File: src/rtl/sha1_message_digest_macros.svh
// assertion macros for the sha-1 digest rtl
`ifndef SHA1_MESSAGE_DIGEST_MACROS_SVH
`define SHA1_MESSAGE_DIGEST_MACROS_SVH

// same-cycle implication, disabled while reset is asserted
`define SHA1MD_ASSERT_IMP(label, clk, rst_n, ante, cons) \
    label: assert property (@(posedge clk) disable iff (!rst_n) (ante) |-> (cons)) \
        else $error("sha1md: same-cycle check failed");

// next-cycle implication, disabled while reset is asserted
`define SHA1MD_ASSERT_NXT(label, clk, rst_n, ante, cons) \
    label: assert property (@(posedge clk) disable iff (!rst_n) (ante) |=> (cons)) \
        else $error("sha1md: next-cycle check failed");

`endif

File: src/rtl/sha1md_pkg.sv
// shared types, constants and round functions for the sha-1 digest
`default_nettype none

package sha1md_pkg;

    localparam int WordBits      = 32;
    localparam int NumChain      = 5;
    localparam int BlockBytes    = 64;
    localparam int BlockBits     = BlockBytes * 8;
    localparam int ScheduleWords = 16;
    localparam int Rounds        = 80;
    localparam int FillBits      = $clog2(BlockBytes);
    localparam int RoundBits     = $clog2(Rounds);
    localparam int CountBits     = 64;

    localparam logic [FillBits-1:0]  BlockLastIdx = FillBits'(BlockBytes - 1);
    localparam logic [FillBits-1:0]  LenOffset    = FillBits'(56);
    localparam logic [RoundBits-1:0] RoundLast    = RoundBits'(Rounds - 1);
    localparam logic [RoundBits-1:0] RoundSched   = RoundBits'(ScheduleWords);
    localparam logic [7:0]           MarkByte     = 8'h80;
    localparam logic [CountBits-1:0] ByteBits     = CountBits'(8);

    localparam logic [WordBits-1:0] ChainInit [NumChain] = '{
        32'h67452301, 32'hefcdab89, 32'h98badcfe, 32'h10325476, 32'hc3d2e1f0
    };

    localparam logic [WordBits-1:0] RoundK0 = 32'h5a827999;
    localparam logic [WordBits-1:0] RoundK1 = 32'h6ed9eba1;
    localparam logic [WordBits-1:0] RoundK2 = 32'h8f1bbcdc;
    localparam logic [WordBits-1:0] RoundK3 = 32'hca62c1d6;

    localparam logic [RoundBits-1:0] Phase1Start = RoundBits'(20);
    localparam logic [RoundBits-1:0] Phase2Start = RoundBits'(40);
    localparam logic [RoundBits-1:0] Phase3Start = RoundBits'(60);

    typedef enum logic [2:0] {
        ST_IDLE,
        ST_PAD_MARK,
        ST_PAD_ZERO,
        ST_PAD_LEN,
        ST_ROUND,
        ST_CHAIN_ADD,
        ST_DONE
    } state_t;

    typedef enum logic [1:0] {
        SEL_INPUT,
        SEL_MARK,
        SEL_ZERO,
        SEL_LEN
    } byte_sel_t;

    typedef struct packed {
        logic      append;
        byte_sel_t byte_sel;
        logic      count_byte;
        logic      round_en;
        logic      chain_add;
        logic      load_digest;
    } cmd_t;

    typedef struct packed {
        logic block_full;
        logic fill_at_len;
        logic round_last;
        logic out_busy;
    } status_t;

    function automatic logic [WordBits-1:0] round_k(input logic [RoundBits-1:0] t);
        logic [WordBits-1:0] k;
        priority if (t < Phase1Start) k = RoundK0;
        else if (t < Phase2Start)     k = RoundK1;
        else if (t < Phase3Start)     k = RoundK2;
        else                          k = RoundK3;
        return k;
    endfunction

    function automatic logic [WordBits-1:0] round_f(
        input logic [RoundBits-1:0] t,
        input logic [WordBits-1:0]  b,
        input logic [WordBits-1:0]  c,
        input logic [WordBits-1:0]  d
    );
        logic [WordBits-1:0] f;
        priority if (t < Phase1Start) f = (b & c) ^ (~b & d);
        else if (t < Phase2Start)     f = b ^ c ^ d;
        else if (t < Phase3Start)     f = (b & c) ^ (b & d) ^ (c & d);
        else                          f = b ^ c ^ d;
        return f;
    endfunction

endpackage

`default_nettype wire

File: src/rtl/sha1md_ctrl.sv
// control state machine for the sha-1 digest: collection, padding, rounds, output
`default_nettype none

module sha1md_ctrl (
    input  logic                 clk,
    input  logic                 rst_n,
    input  logic                 msg_valid,
    output logic                 msg_stall,
    input  logic                 has_byte,
    input  logic                 last,
    input  sha1md_pkg::status_t  status,
    output sha1md_pkg::cmd_t     cmd
);
    import sha1md_pkg::*;

    state_t state_reg;
    state_t state_next;
    state_t ret_reg;
    state_t ret_next;

    always_ff @(posedge clk or negedge rst_n)
    begin
        if (!rst_n)
        begin
            state_reg <= ST_IDLE;
            ret_reg   <= ST_IDLE;
        end
        else
        begin
            state_reg <= state_next;
            ret_reg   <= ret_next;
        end
    end

    always_comb
    begin
        state_next = state_reg;
        ret_next   = ret_reg;
        cmd        = '0;
        msg_stall  = 1'b1;
        unique case (state_reg)
            ST_IDLE:
            begin
                msg_stall = 1'b0;
                if (msg_valid)
                begin
                    if (has_byte)
                    begin
                        cmd.append     = 1'b1;
                        cmd.byte_sel   = SEL_INPUT;
                        cmd.count_byte = 1'b1;
                    end
                    if (has_byte && status.block_full)
                    begin
                        state_next = ST_ROUND;
                        ret_next   = last ? ST_PAD_MARK : ST_IDLE;
                    end
                    else if (last)
                    begin
                        state_next = ST_PAD_MARK;
                    end
                end
            end
            ST_PAD_MARK:
            begin
                cmd.append   = 1'b1;
                cmd.byte_sel = SEL_MARK;
                state_next   = ST_PAD_ZERO;
                if (status.block_full)
                begin
                    state_next = ST_ROUND;
                    ret_next   = ST_PAD_ZERO;
                end
            end
            ST_PAD_ZERO:
            begin
                if (status.fill_at_len)
                begin
                    state_next = ST_PAD_LEN;
                end
                else
                begin
                    cmd.append   = 1'b1;
                    cmd.byte_sel = SEL_ZERO;
                    if (status.block_full)
                    begin
                        state_next = ST_ROUND;
                        ret_next   = ST_PAD_ZERO;
                    end
                end
            end
            ST_PAD_LEN:
            begin
                cmd.append   = 1'b1;
                cmd.byte_sel = SEL_LEN;
                if (status.block_full)
                begin
                    state_next = ST_ROUND;
                    ret_next   = ST_DONE;
                end
            end
            ST_ROUND:
            begin
                cmd.round_en = 1'b1;
                if (status.round_last)
                begin
                    state_next = ST_CHAIN_ADD;
                end
            end
            ST_CHAIN_ADD:
            begin
                cmd.chain_add = 1'b1;
                state_next    = ret_reg;
            end
            ST_DONE:
            begin
                // hold until the previous digest has been taken
                if (!status.out_busy)
                begin
                    cmd.load_digest = 1'b1;
                    state_next      = ST_IDLE;
                end
            end
            default:
            begin
                state_next = ST_IDLE;
            end
        endcase
    end

endmodule

`default_nettype wire

File: src/rtl/sha1md_datapath.sv
// sha-1 datapath: byte/schedule shift line, round unit, chaining words, output register
`default_nettype none

module sha1md_datapath (
    input  logic                 clk,
    input  logic                 rst_n,
    input  sha1md_pkg::cmd_t     cmd,
    output sha1md_pkg::status_t  status,
    input  logic [7:0]           data_byte,
    input  logic                 digest_stall,
    output logic                 digest_valid,
    output logic [31:0]          digest_word0,
    output logic [31:0]          digest_word1,
    output logic [31:0]          digest_word2,
    output logic [31:0]          digest_word3,
    output logic [31:0]          digest_word4
);
    import sha1md_pkg::*;

    // word 15 holds the oldest schedule word, word 0 the newest
    logic [ScheduleWords-1:0][WordBits-1:0] sched_reg;
    logic [ScheduleWords-1:0][WordBits-1:0] sched_next;
    logic [BlockBits-1:0]                   sched_flat;

    logic [FillBits-1:0]  fill_reg;
    logic [FillBits-1:0]  fill_next;
    logic [CountBits-1:0] bit_count_reg;
    logic [CountBits-1:0] bit_count_next;
    logic [RoundBits-1:0] round_reg;
    logic [RoundBits-1:0] round_next;

    logic [WordBits-1:0] a_reg, b_reg, c_reg, d_reg, e_reg;
    logic [WordBits-1:0] a_next, b_next, c_next, d_next, e_next;
    logic [WordBits-1:0] chain_reg [NumChain];
    logic [WordBits-1:0] chain_next [NumChain];
    logic [WordBits-1:0] digest_reg [NumChain];
    logic                digest_valid_reg;
    logic                digest_valid_next;

    logic [7:0]          append_byte;
    logic                block_start;
    logic [WordBits-1:0] w_mix;
    logic [WordBits-1:0] w_cur;
    logic [WordBits-1:0] t_sum;

    assign sched_flat = sched_reg;

    always_comb
    begin
        unique case (cmd.byte_sel)
            SEL_INPUT: append_byte = data_byte;
            SEL_MARK:  append_byte = MarkByte;
            SEL_ZERO:  append_byte = 8'h00;
            SEL_LEN:   append_byte = bit_count_reg[{~fill_reg[2:0], 3'b000} +: 8];
            default:   append_byte = 8'h00;
        endcase

        block_start = cmd.append && (fill_reg == BlockLastIdx);

        w_mix = sched_reg[2] ^ sched_reg[7] ^ sched_reg[13] ^ sched_reg[15];
        w_cur = (round_reg < RoundSched) ? sched_reg[15] : {w_mix[30:0], w_mix[31]};
        t_sum = {a_reg[26:0], a_reg[31:27]} + round_f(round_reg, b_reg, c_reg, d_reg)
              + e_reg + round_k(round_reg) + w_cur;

        sched_next        = sched_reg;
        fill_next         = fill_reg;
        bit_count_next    = bit_count_reg;
        round_next        = round_reg;
        a_next            = a_reg;
        b_next            = b_reg;
        c_next            = c_reg;
        d_next            = d_reg;
        e_next            = e_reg;
        chain_next        = chain_reg;
        digest_valid_next = digest_valid_reg;

        if (cmd.append)
        begin
            sched_next = {sched_flat[BlockBits-9:0], append_byte};
            fill_next  = fill_reg + 1'b1;
        end

        if (cmd.count_byte)
        begin
            bit_count_next = bit_count_reg + ByteBits;
        end

        if (block_start)
        begin
            round_next = '0;
            a_next     = chain_reg[0];
            b_next     = chain_reg[1];
            c_next     = chain_reg[2];
            d_next     = chain_reg[3];
            e_next     = chain_reg[4];
        end

        if (cmd.round_en)
        begin
            sched_next = {sched_reg[ScheduleWords-2:0], w_cur};
            round_next = round_reg + 1'b1;
            a_next     = t_sum;
            b_next     = a_reg;
            c_next     = {b_reg[1:0], b_reg[31:2]};
            d_next     = c_reg;
            e_next     = d_reg;
        end

        if (cmd.chain_add)
        begin
            chain_next[0] = chain_reg[0] + a_reg;
            chain_next[1] = chain_reg[1] + b_reg;
            chain_next[2] = chain_reg[2] + c_reg;
            chain_next[3] = chain_reg[3] + d_reg;
            chain_next[4] = chain_reg[4] + e_reg;
        end

        if (digest_valid_reg && !digest_stall)
        begin
            digest_valid_next = 1'b0;
        end

        if (cmd.load_digest)
        begin
            chain_next        = ChainInit;
            bit_count_next    = '0;
            digest_valid_next = 1'b1;
        end
    end

    always_ff @(posedge clk or negedge rst_n)
    begin
        if (!rst_n)
        begin
            fill_reg         <= '0;
            bit_count_reg    <= '0;
            round_reg        <= '0;
            chain_reg        <= ChainInit;
            digest_valid_reg <= 1'b0;
        end
        else
        begin
            fill_reg         <= fill_next;
            bit_count_reg    <= bit_count_next;
            round_reg        <= round_next;
            chain_reg        <= chain_next;
            digest_valid_reg <= digest_valid_next;
        end
    end

    always_ff @(posedge clk)
    begin
        sched_reg <= sched_next;
        a_reg     <= a_next;
        b_reg     <= b_next;
        c_reg     <= c_next;
        d_reg     <= d_next;
        e_reg     <= e_next;
        if (cmd.load_digest)
        begin
            digest_reg <= chain_reg;
        end
    end

    assign status.block_full  = (fill_reg == BlockLastIdx);
    assign status.fill_at_len = (fill_reg == LenOffset);
    assign status.round_last  = (round_reg == RoundLast);
    assign status.out_busy    = digest_valid_reg && digest_stall;

    assign digest_valid = digest_valid_reg;
    assign digest_word0 = digest_reg[0];
    assign digest_word1 = digest_reg[1];
    assign digest_word2 = digest_reg[2];
    assign digest_word3 = digest_reg[3];
    assign digest_word4 = digest_reg[4];

endmodule

`default_nettype wire

File: src/rtl/sha1_message_digest.sv
// sha-1 message digest top level: byte request channel in, 160-bit digest request out
// a byte request is taken while msg_stall is low; the 64th byte of a block stalls the input
//   while the round unit runs the 80 rounds and then the chaining add
// bytes of the next block are not taken before that chaining add is done
// a last request then appends the pad bytes, pausing at the length slot, and loads the digest
// reset (rst_n low, asynchronous) loads the initial chaining words and clears counts
`default_nettype none
`include "sha1_message_digest_macros.svh"

module sha1_message_digest (
    input  logic        clk,
    input  logic        rst_n,
    // message byte requests
    input  logic        msg_valid,
    output logic        msg_stall,
    input  logic [7:0]  data_byte,
    input  logic        has_byte,
    input  logic        last,
    // digest requests
    output logic        digest_valid,
    input  logic        digest_stall,
    output logic [31:0] digest_word0,
    output logic [31:0] digest_word1,
    output logic [31:0] digest_word2,
    output logic [31:0] digest_word3,
    output logic [31:0] digest_word4
);
    import sha1md_pkg::*;

    // command and status bundles between the state machine and the datapath
    cmd_t    cmd;
    status_t status;

    // the controller walks through byte collection, padding (0x80 mark, zeros up to
    // byte 56, eight big-endian length bytes), the 80 rounds and the final digest load;
    // padding compresses one or two more blocks
    sha1md_ctrl u_ctrl (
        .clk       (clk),
        .rst_n     (rst_n),
        .msg_valid (msg_valid),
        .msg_stall (msg_stall),
        .has_byte  (has_byte),
        .last      (last),
        .status    (status),
        .cmd       (cmd)
    );

    // the datapath keeps the block in a 16-word shift line that doubles as the
    // message schedule, one shared round unit, the chaining words and the
    // output register, so a finished digest can wait while new bytes come in
    sha1md_datapath u_datapath (
        .clk          (clk),
        .rst_n        (rst_n),
        .cmd          (cmd),
        .status       (status),
        .data_byte    (data_byte),
        .digest_stall (digest_stall),
        .digest_valid (digest_valid),
        .digest_word0 (digest_word0),
        .digest_word1 (digest_word1),
        .digest_word2 (digest_word2),
        .digest_word3 (digest_word3),
        .digest_word4 (digest_word4)
    );

    // no byte may be taken while the round unit owns the shift line
    `SHA1MD_ASSERT_IMP(a_no_accept_in_rounds, clk, rst_n, cmd.round_en, msg_stall)
    // a pending digest is never overwritten
    `SHA1MD_ASSERT_IMP(a_no_digest_overwrite, clk, rst_n, cmd.load_digest, !(digest_valid && digest_stall))
    // the chaining add follows the last round directly
    `SHA1MD_ASSERT_NXT(a_chain_after_rounds, clk, rst_n, cmd.round_en && status.round_last, cmd.chain_add)

endmodule

`default_nettype wire

File: config.mk
export PLATFORM = sky130hd
export DESIGN_NAME = sha1_message_digest
export DESIGN_NICKNAME = d
export VERILOG_FILES = /design/src/rtl/sha1md_pkg.sv /design/src/rtl/sha1md_ctrl.sv /design/src/rtl/sha1md_datapath.sv /design/src/rtl/sha1_message_digest.sv
export VERILOG_INCLUDE_DIRS = /design/src /design/src/rtl
export SDC_FILE = /design/constraint.sdc
export NUM_CORES = 2
export LEC_CHECK = 0
export BUFFER_PORTS_ARGS = -buffer_cell sky130_fd_sc_hd__buf_4
export CAP_MARGIN = 30
export CORE_MARGIN = 10
export CORE_UTILIZATION = 48
export CTS_BUF_LIST = sky130_fd_sc_hd__clkbuf_4
export CTS_CLUSTER_DIAMETER = 100
export DETAILED_ROUTE_END_ITERATION = 8
export SLEW_MARGIN = 10
export SYNTH_ARGS = -nofsm -noshare
export SYNTH_HDL_FRONTEND = slang
export SYNTH_HIERARCHICAL = 1
export SYNTH_SLANG_ARGS = --single-unit
File: constraint.sdc
create_clock -name clk -period 24.2 [get_ports clk]
set_input_delay 4.84 -clock clk [delete_from_list [all_inputs] [get_ports clk]]
set_output_delay 4.84 -clock clk [all_outputs]
set_load 0.05 [all_outputs]
; Word-level counts from Yosys, hierarchy flattened
; Cells that the tools add are included.
[word_totals]
reg_bits = 1076
input_bits = 14
output_inout_bits = 162
wordCells = 156
[classes]
add_sub_neg = 12
reduce_logical = 15
n_bitwise = 14
shifts = 1
magnitude_cmp = 4
n_eq_ne = 19
n_mux = 54
[op_table]
columns = op, n
row1 = two-way mux 512 bit, 2
row2 = two-way mux 32 bit, 16
row3 = two-way mux 160 bit, 2
row4 = adder 32 bit, 9
row5 = bitwise XOR 32 bit, 8
row6 = bitwise AND 32 bit, 4
row7 = two-way mux 64 bit, 2
row8 = adder 64 x 4 -> 64 bit (second input constant), 1
row9 = indexed part select 64 x 7 -> 8 bit, 1
row10 = two-way mux 3 bit, 14
row11 = NOT 32 bit, 1
row12 = case mux 8 bit (4 select lines), 1
row13 = two-way mux 31 bit, 1
row14 = case mux 3 bit (4 select lines), 2
row15 = case mux 3 bit (7 select lines), 1
row16 = < comparator 7 x 5 -> 1 bit (second input constant), 2
row17 = < comparator 7 x 6 -> 1 bit (second input constant), 2
row18 = two-way mux 7 bit, 2
row19 = == test 6 bit (second input constant), 2
row20 = nonzero test 2 bit, 5
row21 = == test 3 bit (second input constant), 3
row22 = two-way mux 1 bit, 9
row23 = two-way mux 4 bit, 2
row24 = inequality test 2 bit (second input constant), 4
row25 = other kinds (17), 23

; Depth between registers and ports, before layout
[depth]
depth_word = 11
mapped_depth = 25
depth_no_buf = 22

; Modules after synthesis
; The synthesis kept the hierarchy.
[by_module_without_submodules]
columns = module, cells_per_inst, area_per_inst_um2, seq_area_each_um2, instances
row1 = sha1md_datapath, 4409, 57032.2, 30964.7, 1
row2 = sha1md_ctrl, 53, 442.9, 150.1, 1

; Worst setup path before layout
; OpenSTA, ideal clock, no wires.
[synth_timing]
path_kind = input port to flip-flop
start = in digest_stall
end = reg u_datapath/chain_reg[116] (netlist name)
path_buffers = 1
path_stages = 6
setup_slack_ns = 6.079
setup_time_ns = 0.134
required_ns = 24.066
arrival_time_ns = 17.987
path_cell_list = and2_1 > nor3_1 > inv_1 > nand2_1 > clkbuf_1 > o21ai_0
[synth_rtl]
columns = item, line
row1 = from (decl), sha1_message_digest.sv:21  ; input logic digest_stall,
row2 = to (signal assigned), sha1md_datapath.sv:138  ; chain_reg <= ChainInit;
row3 = to (signal assigned), sha1md_datapath.sv:146  ; chain_reg <= chain_next;
row4 = to (decl), sha1md_datapath.sv:34  ; logic [WordBits-1:0] chain_reg [NumChain];

; Worst setup path after layout
[layout_timing]
start = reg u_ctrl.state_reg[1]
end = out msg_stall
[layout_via]
elab_chain_len = 2
[layout_rtl]
columns = item, line
row1 = from (decl), sha1md_ctrl.sv:16  ; state_t state_reg;
row2 = from (signal assigned), sha1md_ctrl.sv:30  ; state_reg <= state_next;
row3 = zero test 3 bit, sha1md_ctrl.sv:41  ; unique case (state_reg)
row4 = two-way mux 1 bit, sha1md_ctrl.sv:41
row5 = to (decl), sha1_message_digest.sv:15  ; output logic msg_stall,
; Every way passes these cells.

==> summary.md <==
| Metric | Value |
|---|---|
| CP peak stage delay | 550 ps |
| Reg2Reg Setup Slack | 17580 ps |
| Nets | 5162 |
| WL final | 145 mm |
| Min-delay worst type | reg -> reg |
| Internal power | slightly below 4 mW |
| Total grt overflow | 0 |
| Tot Pwr | 5.31 mW |
| CTS root buf | clkbuf_4 |
| Cell Chain, Critical Path | nor2_1, nand2_1, buf_4 |
| Mean Syn Cell Area | between 10 and 15 um2 |
| Peak VDD IR | roughly 0.000075 V |
| Syn Nets | roughly 4.8k |
| Slew margin rel. | 20.1% |
| Ys async rst share | between 20% and 30% |
| Design area | between 60000 and 70000 um2 |
| Fin crit period | ~7300 ps |
| Synth top area share | a little over two fifths |
| Area leader, netlist | edfxtp_1 |
| Crit Path Max Fanout | 15 |
| Max Fclk | around 140 MHz |
| Critical Path Sink Type | output port |
| Non-Filler Instances | about 6.7k |
| CTS tree | built |
| Reg clk slew, reported paths | 60 ps |
| DIE HEIGHT | 366 um |
| Yosys reg bits | roughly 1.1k |
| Setup WS pre-CTS | 15760 ps |
| Core area | 118000 um2 |
| Netlist cell types | 95 |
| Power per cell area | 82.1 nW/um2 |
| Sw power | 1.46 mW |
| Routed wire length per instance | ~22 um |
| Post-DRT Antenna Nets | 0 |
| Full die area | 134000 um2 |
| Starting DRT DRC Count | ~3.2k |
| Startpoint Class | flip-flop |
| Final Hold Viols | 0 |
| # Post-CTS Setup Buffers | 0 |
| Post-placement cell count | around 6.1k |
| Clock power frac | between 30 and 40% |
| Sw frac | between 20% and 30% |
| Worst Path Arrival | between 2000 and 2500 ps |
| Max-slew violations | 0 |
| Number of synthesis warnings | 6 |
| Post_cts resized | 0 |
| Skew final | roughly 94 ps |
| Synth Flop Type | edfxtp_1 |
| Worst-skew pair later-pin latency | ~1300 ps |
| First-pass GRT wire length | 223 mm |
| Clk buf depth | 4 |
| DR pass1 iterations | 5 |
| Setup ws final | around 17000 ps |
| Reg power frac | 52.2% |
| Hold slack final | 466 ps |
| Combinational share of power | between 15 and 20% |
| Post-synthesis sequential area ratio | between 50% and 60% |
| Status | complete, no violations |
| Via count | ~37k |
| Final core utilization | between 50% and 60% |
| Placement Cell Area | just over 60000 um2 |
| Share of cells above drive strength 1 | between 20 and 30% |
| Slew @ Worst Pin | between 1000 and 1500 ps |
| CTS Hold Bufs | 0 |
| Mapped Area | between 50000 and 60000 um2 |
| Final GP Congestion | roughly 0.9 |
| Layout fillers | roughly 10k |
| Cts bufs inserted | between 300 and 400 |
| DRC | 0 |
| Largest net degree at the start of global routing | 184 |
| Initial Utilization | 48.5% |
| Slowest library cell on the worst path | dfrtp_1 |
| RSZ-0062 raised after global routing | false |
| Layout area overhead | 12.5% |
| Top cells by area, synth | edfxtp_1, mux2_2, dfrtp_1 |
| # rows | ~130 |
| Final Cycle Share | between 20% and 30% |
| CP Class | reg -> out |
| Initial antenna violation count | 4 |
| Io pins | between 150 and 200 |
| H-tree depth | 5 |
| Buffers on Ports | between 150 and 200 |
| Setup-failing EPs final | 0 |
| Setup TNS | 0 ps |
| Number of global-route vias before repair | approximately 37k |
| Clock Sinks | 1073 |
| CP required | between 15000 and 20000 ps |
| Vias per cell | 5.58 |
| Sum of buffers and inverters on the critical path | 1 |
| Synth Instances | between 4k and 5k |
| Post-synth EDFFs | roughly 830 |
| Total of max-cap violations | 0 |
| Width of the die | around 370 um |
| Number of flip-flops in the largest register | around 500 |
| Gr usage total | 21.3% |
| Leak Pwr | ~26 nW |
| Dpl hpwl | just under 100 mm |
| Top delay family on crit path | flip-flops |
## cell type report
cell class / instances / area [um2] / area share, %
repair buffers: 222 / 1830 / 2.83
clock buffers: 478 / 3590 / 5.55
clock inverters: 64 / 352 / 0.544
inverters: 250 / 945 / 1.46
diodes: 13 / 32.5 / 0.0503
flip-flops and latches: 1073 / 31100 / 48.1
well taps: 1600 / 2000 / 3.10
multi-input cells: 2967 / 24800 / 38.4
## worst paths after layout
check	startpoint	endpoint	cells after the start
max in group asynchronous	rst_n	u_datapath/chain_reg[35]$_DFFE_PN0P_	3
min	u_datapath/fill_reg[5]$_DFFE_PN0P_	u_datapath/fill_reg[5]$_DFFE_PN0P_	1
max	u_ctrl/state_reg[1]$_DFFE_PN0P_	msg_stall	3
min in group asynchronous	rst_n	u_datapath/chain_reg[63]$_DFFE_PN0P_	1
max reg2reg	u_datapath/round_reg[5]$_DFFE_PN0P_	u_datapath/a_reg[26]$_DFFE_PP_	20
min reg2reg	u_datapath/fill_reg[5]$_DFFE_PN0P_	u_datapath/fill_reg[5]$_DFFE_PN0P_	1
## Yosys cell counts (all sizes together) (91+ instances only)
library cell / n
edfxtp: 832
clkbuf: 155
xnor2: 207
mux2: 637
inv: 249
ha: 195
fa: 125
dfrtp: 161
mux2i: 91
a21oi: 214
o21ai: 196
nand2: 260
xor2: 103
nor2: 291
## power groups by stage
stage	sequential, mW	combinational, mW	clock (mW)
5_1_grt	2.82	0.904	1.88
3_3_place_gp	2.81	0.807	0
2_1_floorplan	2.83	0.601	0
6_report	2.77	0.826	1.71
3_5_place_dp	2.81	0.824	0
4_1_cts	2.78	0.828	1.78
## metal layers
metal,wire length [um],GRT usage [%],up-vias
met4,4090,7.94,2
met1,66400,30.3,18400
met3,11800,5.98,268
met2,62500,30.6,1243
met5,13,0,-
li1,-,-,17300
## cell usage in the layout (no fill, tap or decap), drive strengths merged, types with 38 or more instances in the layout
cell type | Yosys | routed
buf | 17 | 221
a21oi | 214 | 214
mux2 | 637 | 637
nor2 | 291 | 291
xor2 | 103 | 103
clkinv | 1 | 57
nand3 | 55 | 55
xnor2 | 207 | 207
inv | 249 | 253
o21ai | 196 | 196
nor3 | 38 | 38
dfstp | 80 | 80
a21o | 80 | 80
dfrtp | 161 | 161
ha | 195 | 195
fa | 125 | 125
nand2 | 260 | 260
clkbuf | 155 | 479
mux2i | 91 | 91
edfxtp | 832 | 832
## worst reg2reg max path, cell delays in order (launching register included)
cell	delay, ps
dfrtp_1	480
nor3_2	220
buf_4	580
nor2_1	160
a21oi_1	660
fa_1	540
inv_1	80
fa_1	400
inv_1	80
fa_1	410
inv_1	60
ha_1	240
a21o_1	220
a2111oi_4	480
o21ai_1	250
a2111oi_2	570
o41a_2	270
o21bai_2	90
a21oi_1	200
xnor2_1	100
mux2_2	270
## cell families after synthesis
| group | share of synthesized area (%) |
|---|---|
| buffers and inverters | 2.77 |
| and+or+nand+nor | 6.59 |
| muxes | 14.6 |
| adders and majority gates | 8.60 |
| xor gates and xnor gates | 4.72 |
| DFF | 54.1 |
| AOI/OAI and AO/OA | 8.60 |
Note: power is estimated with default switching activity, not from simulation.
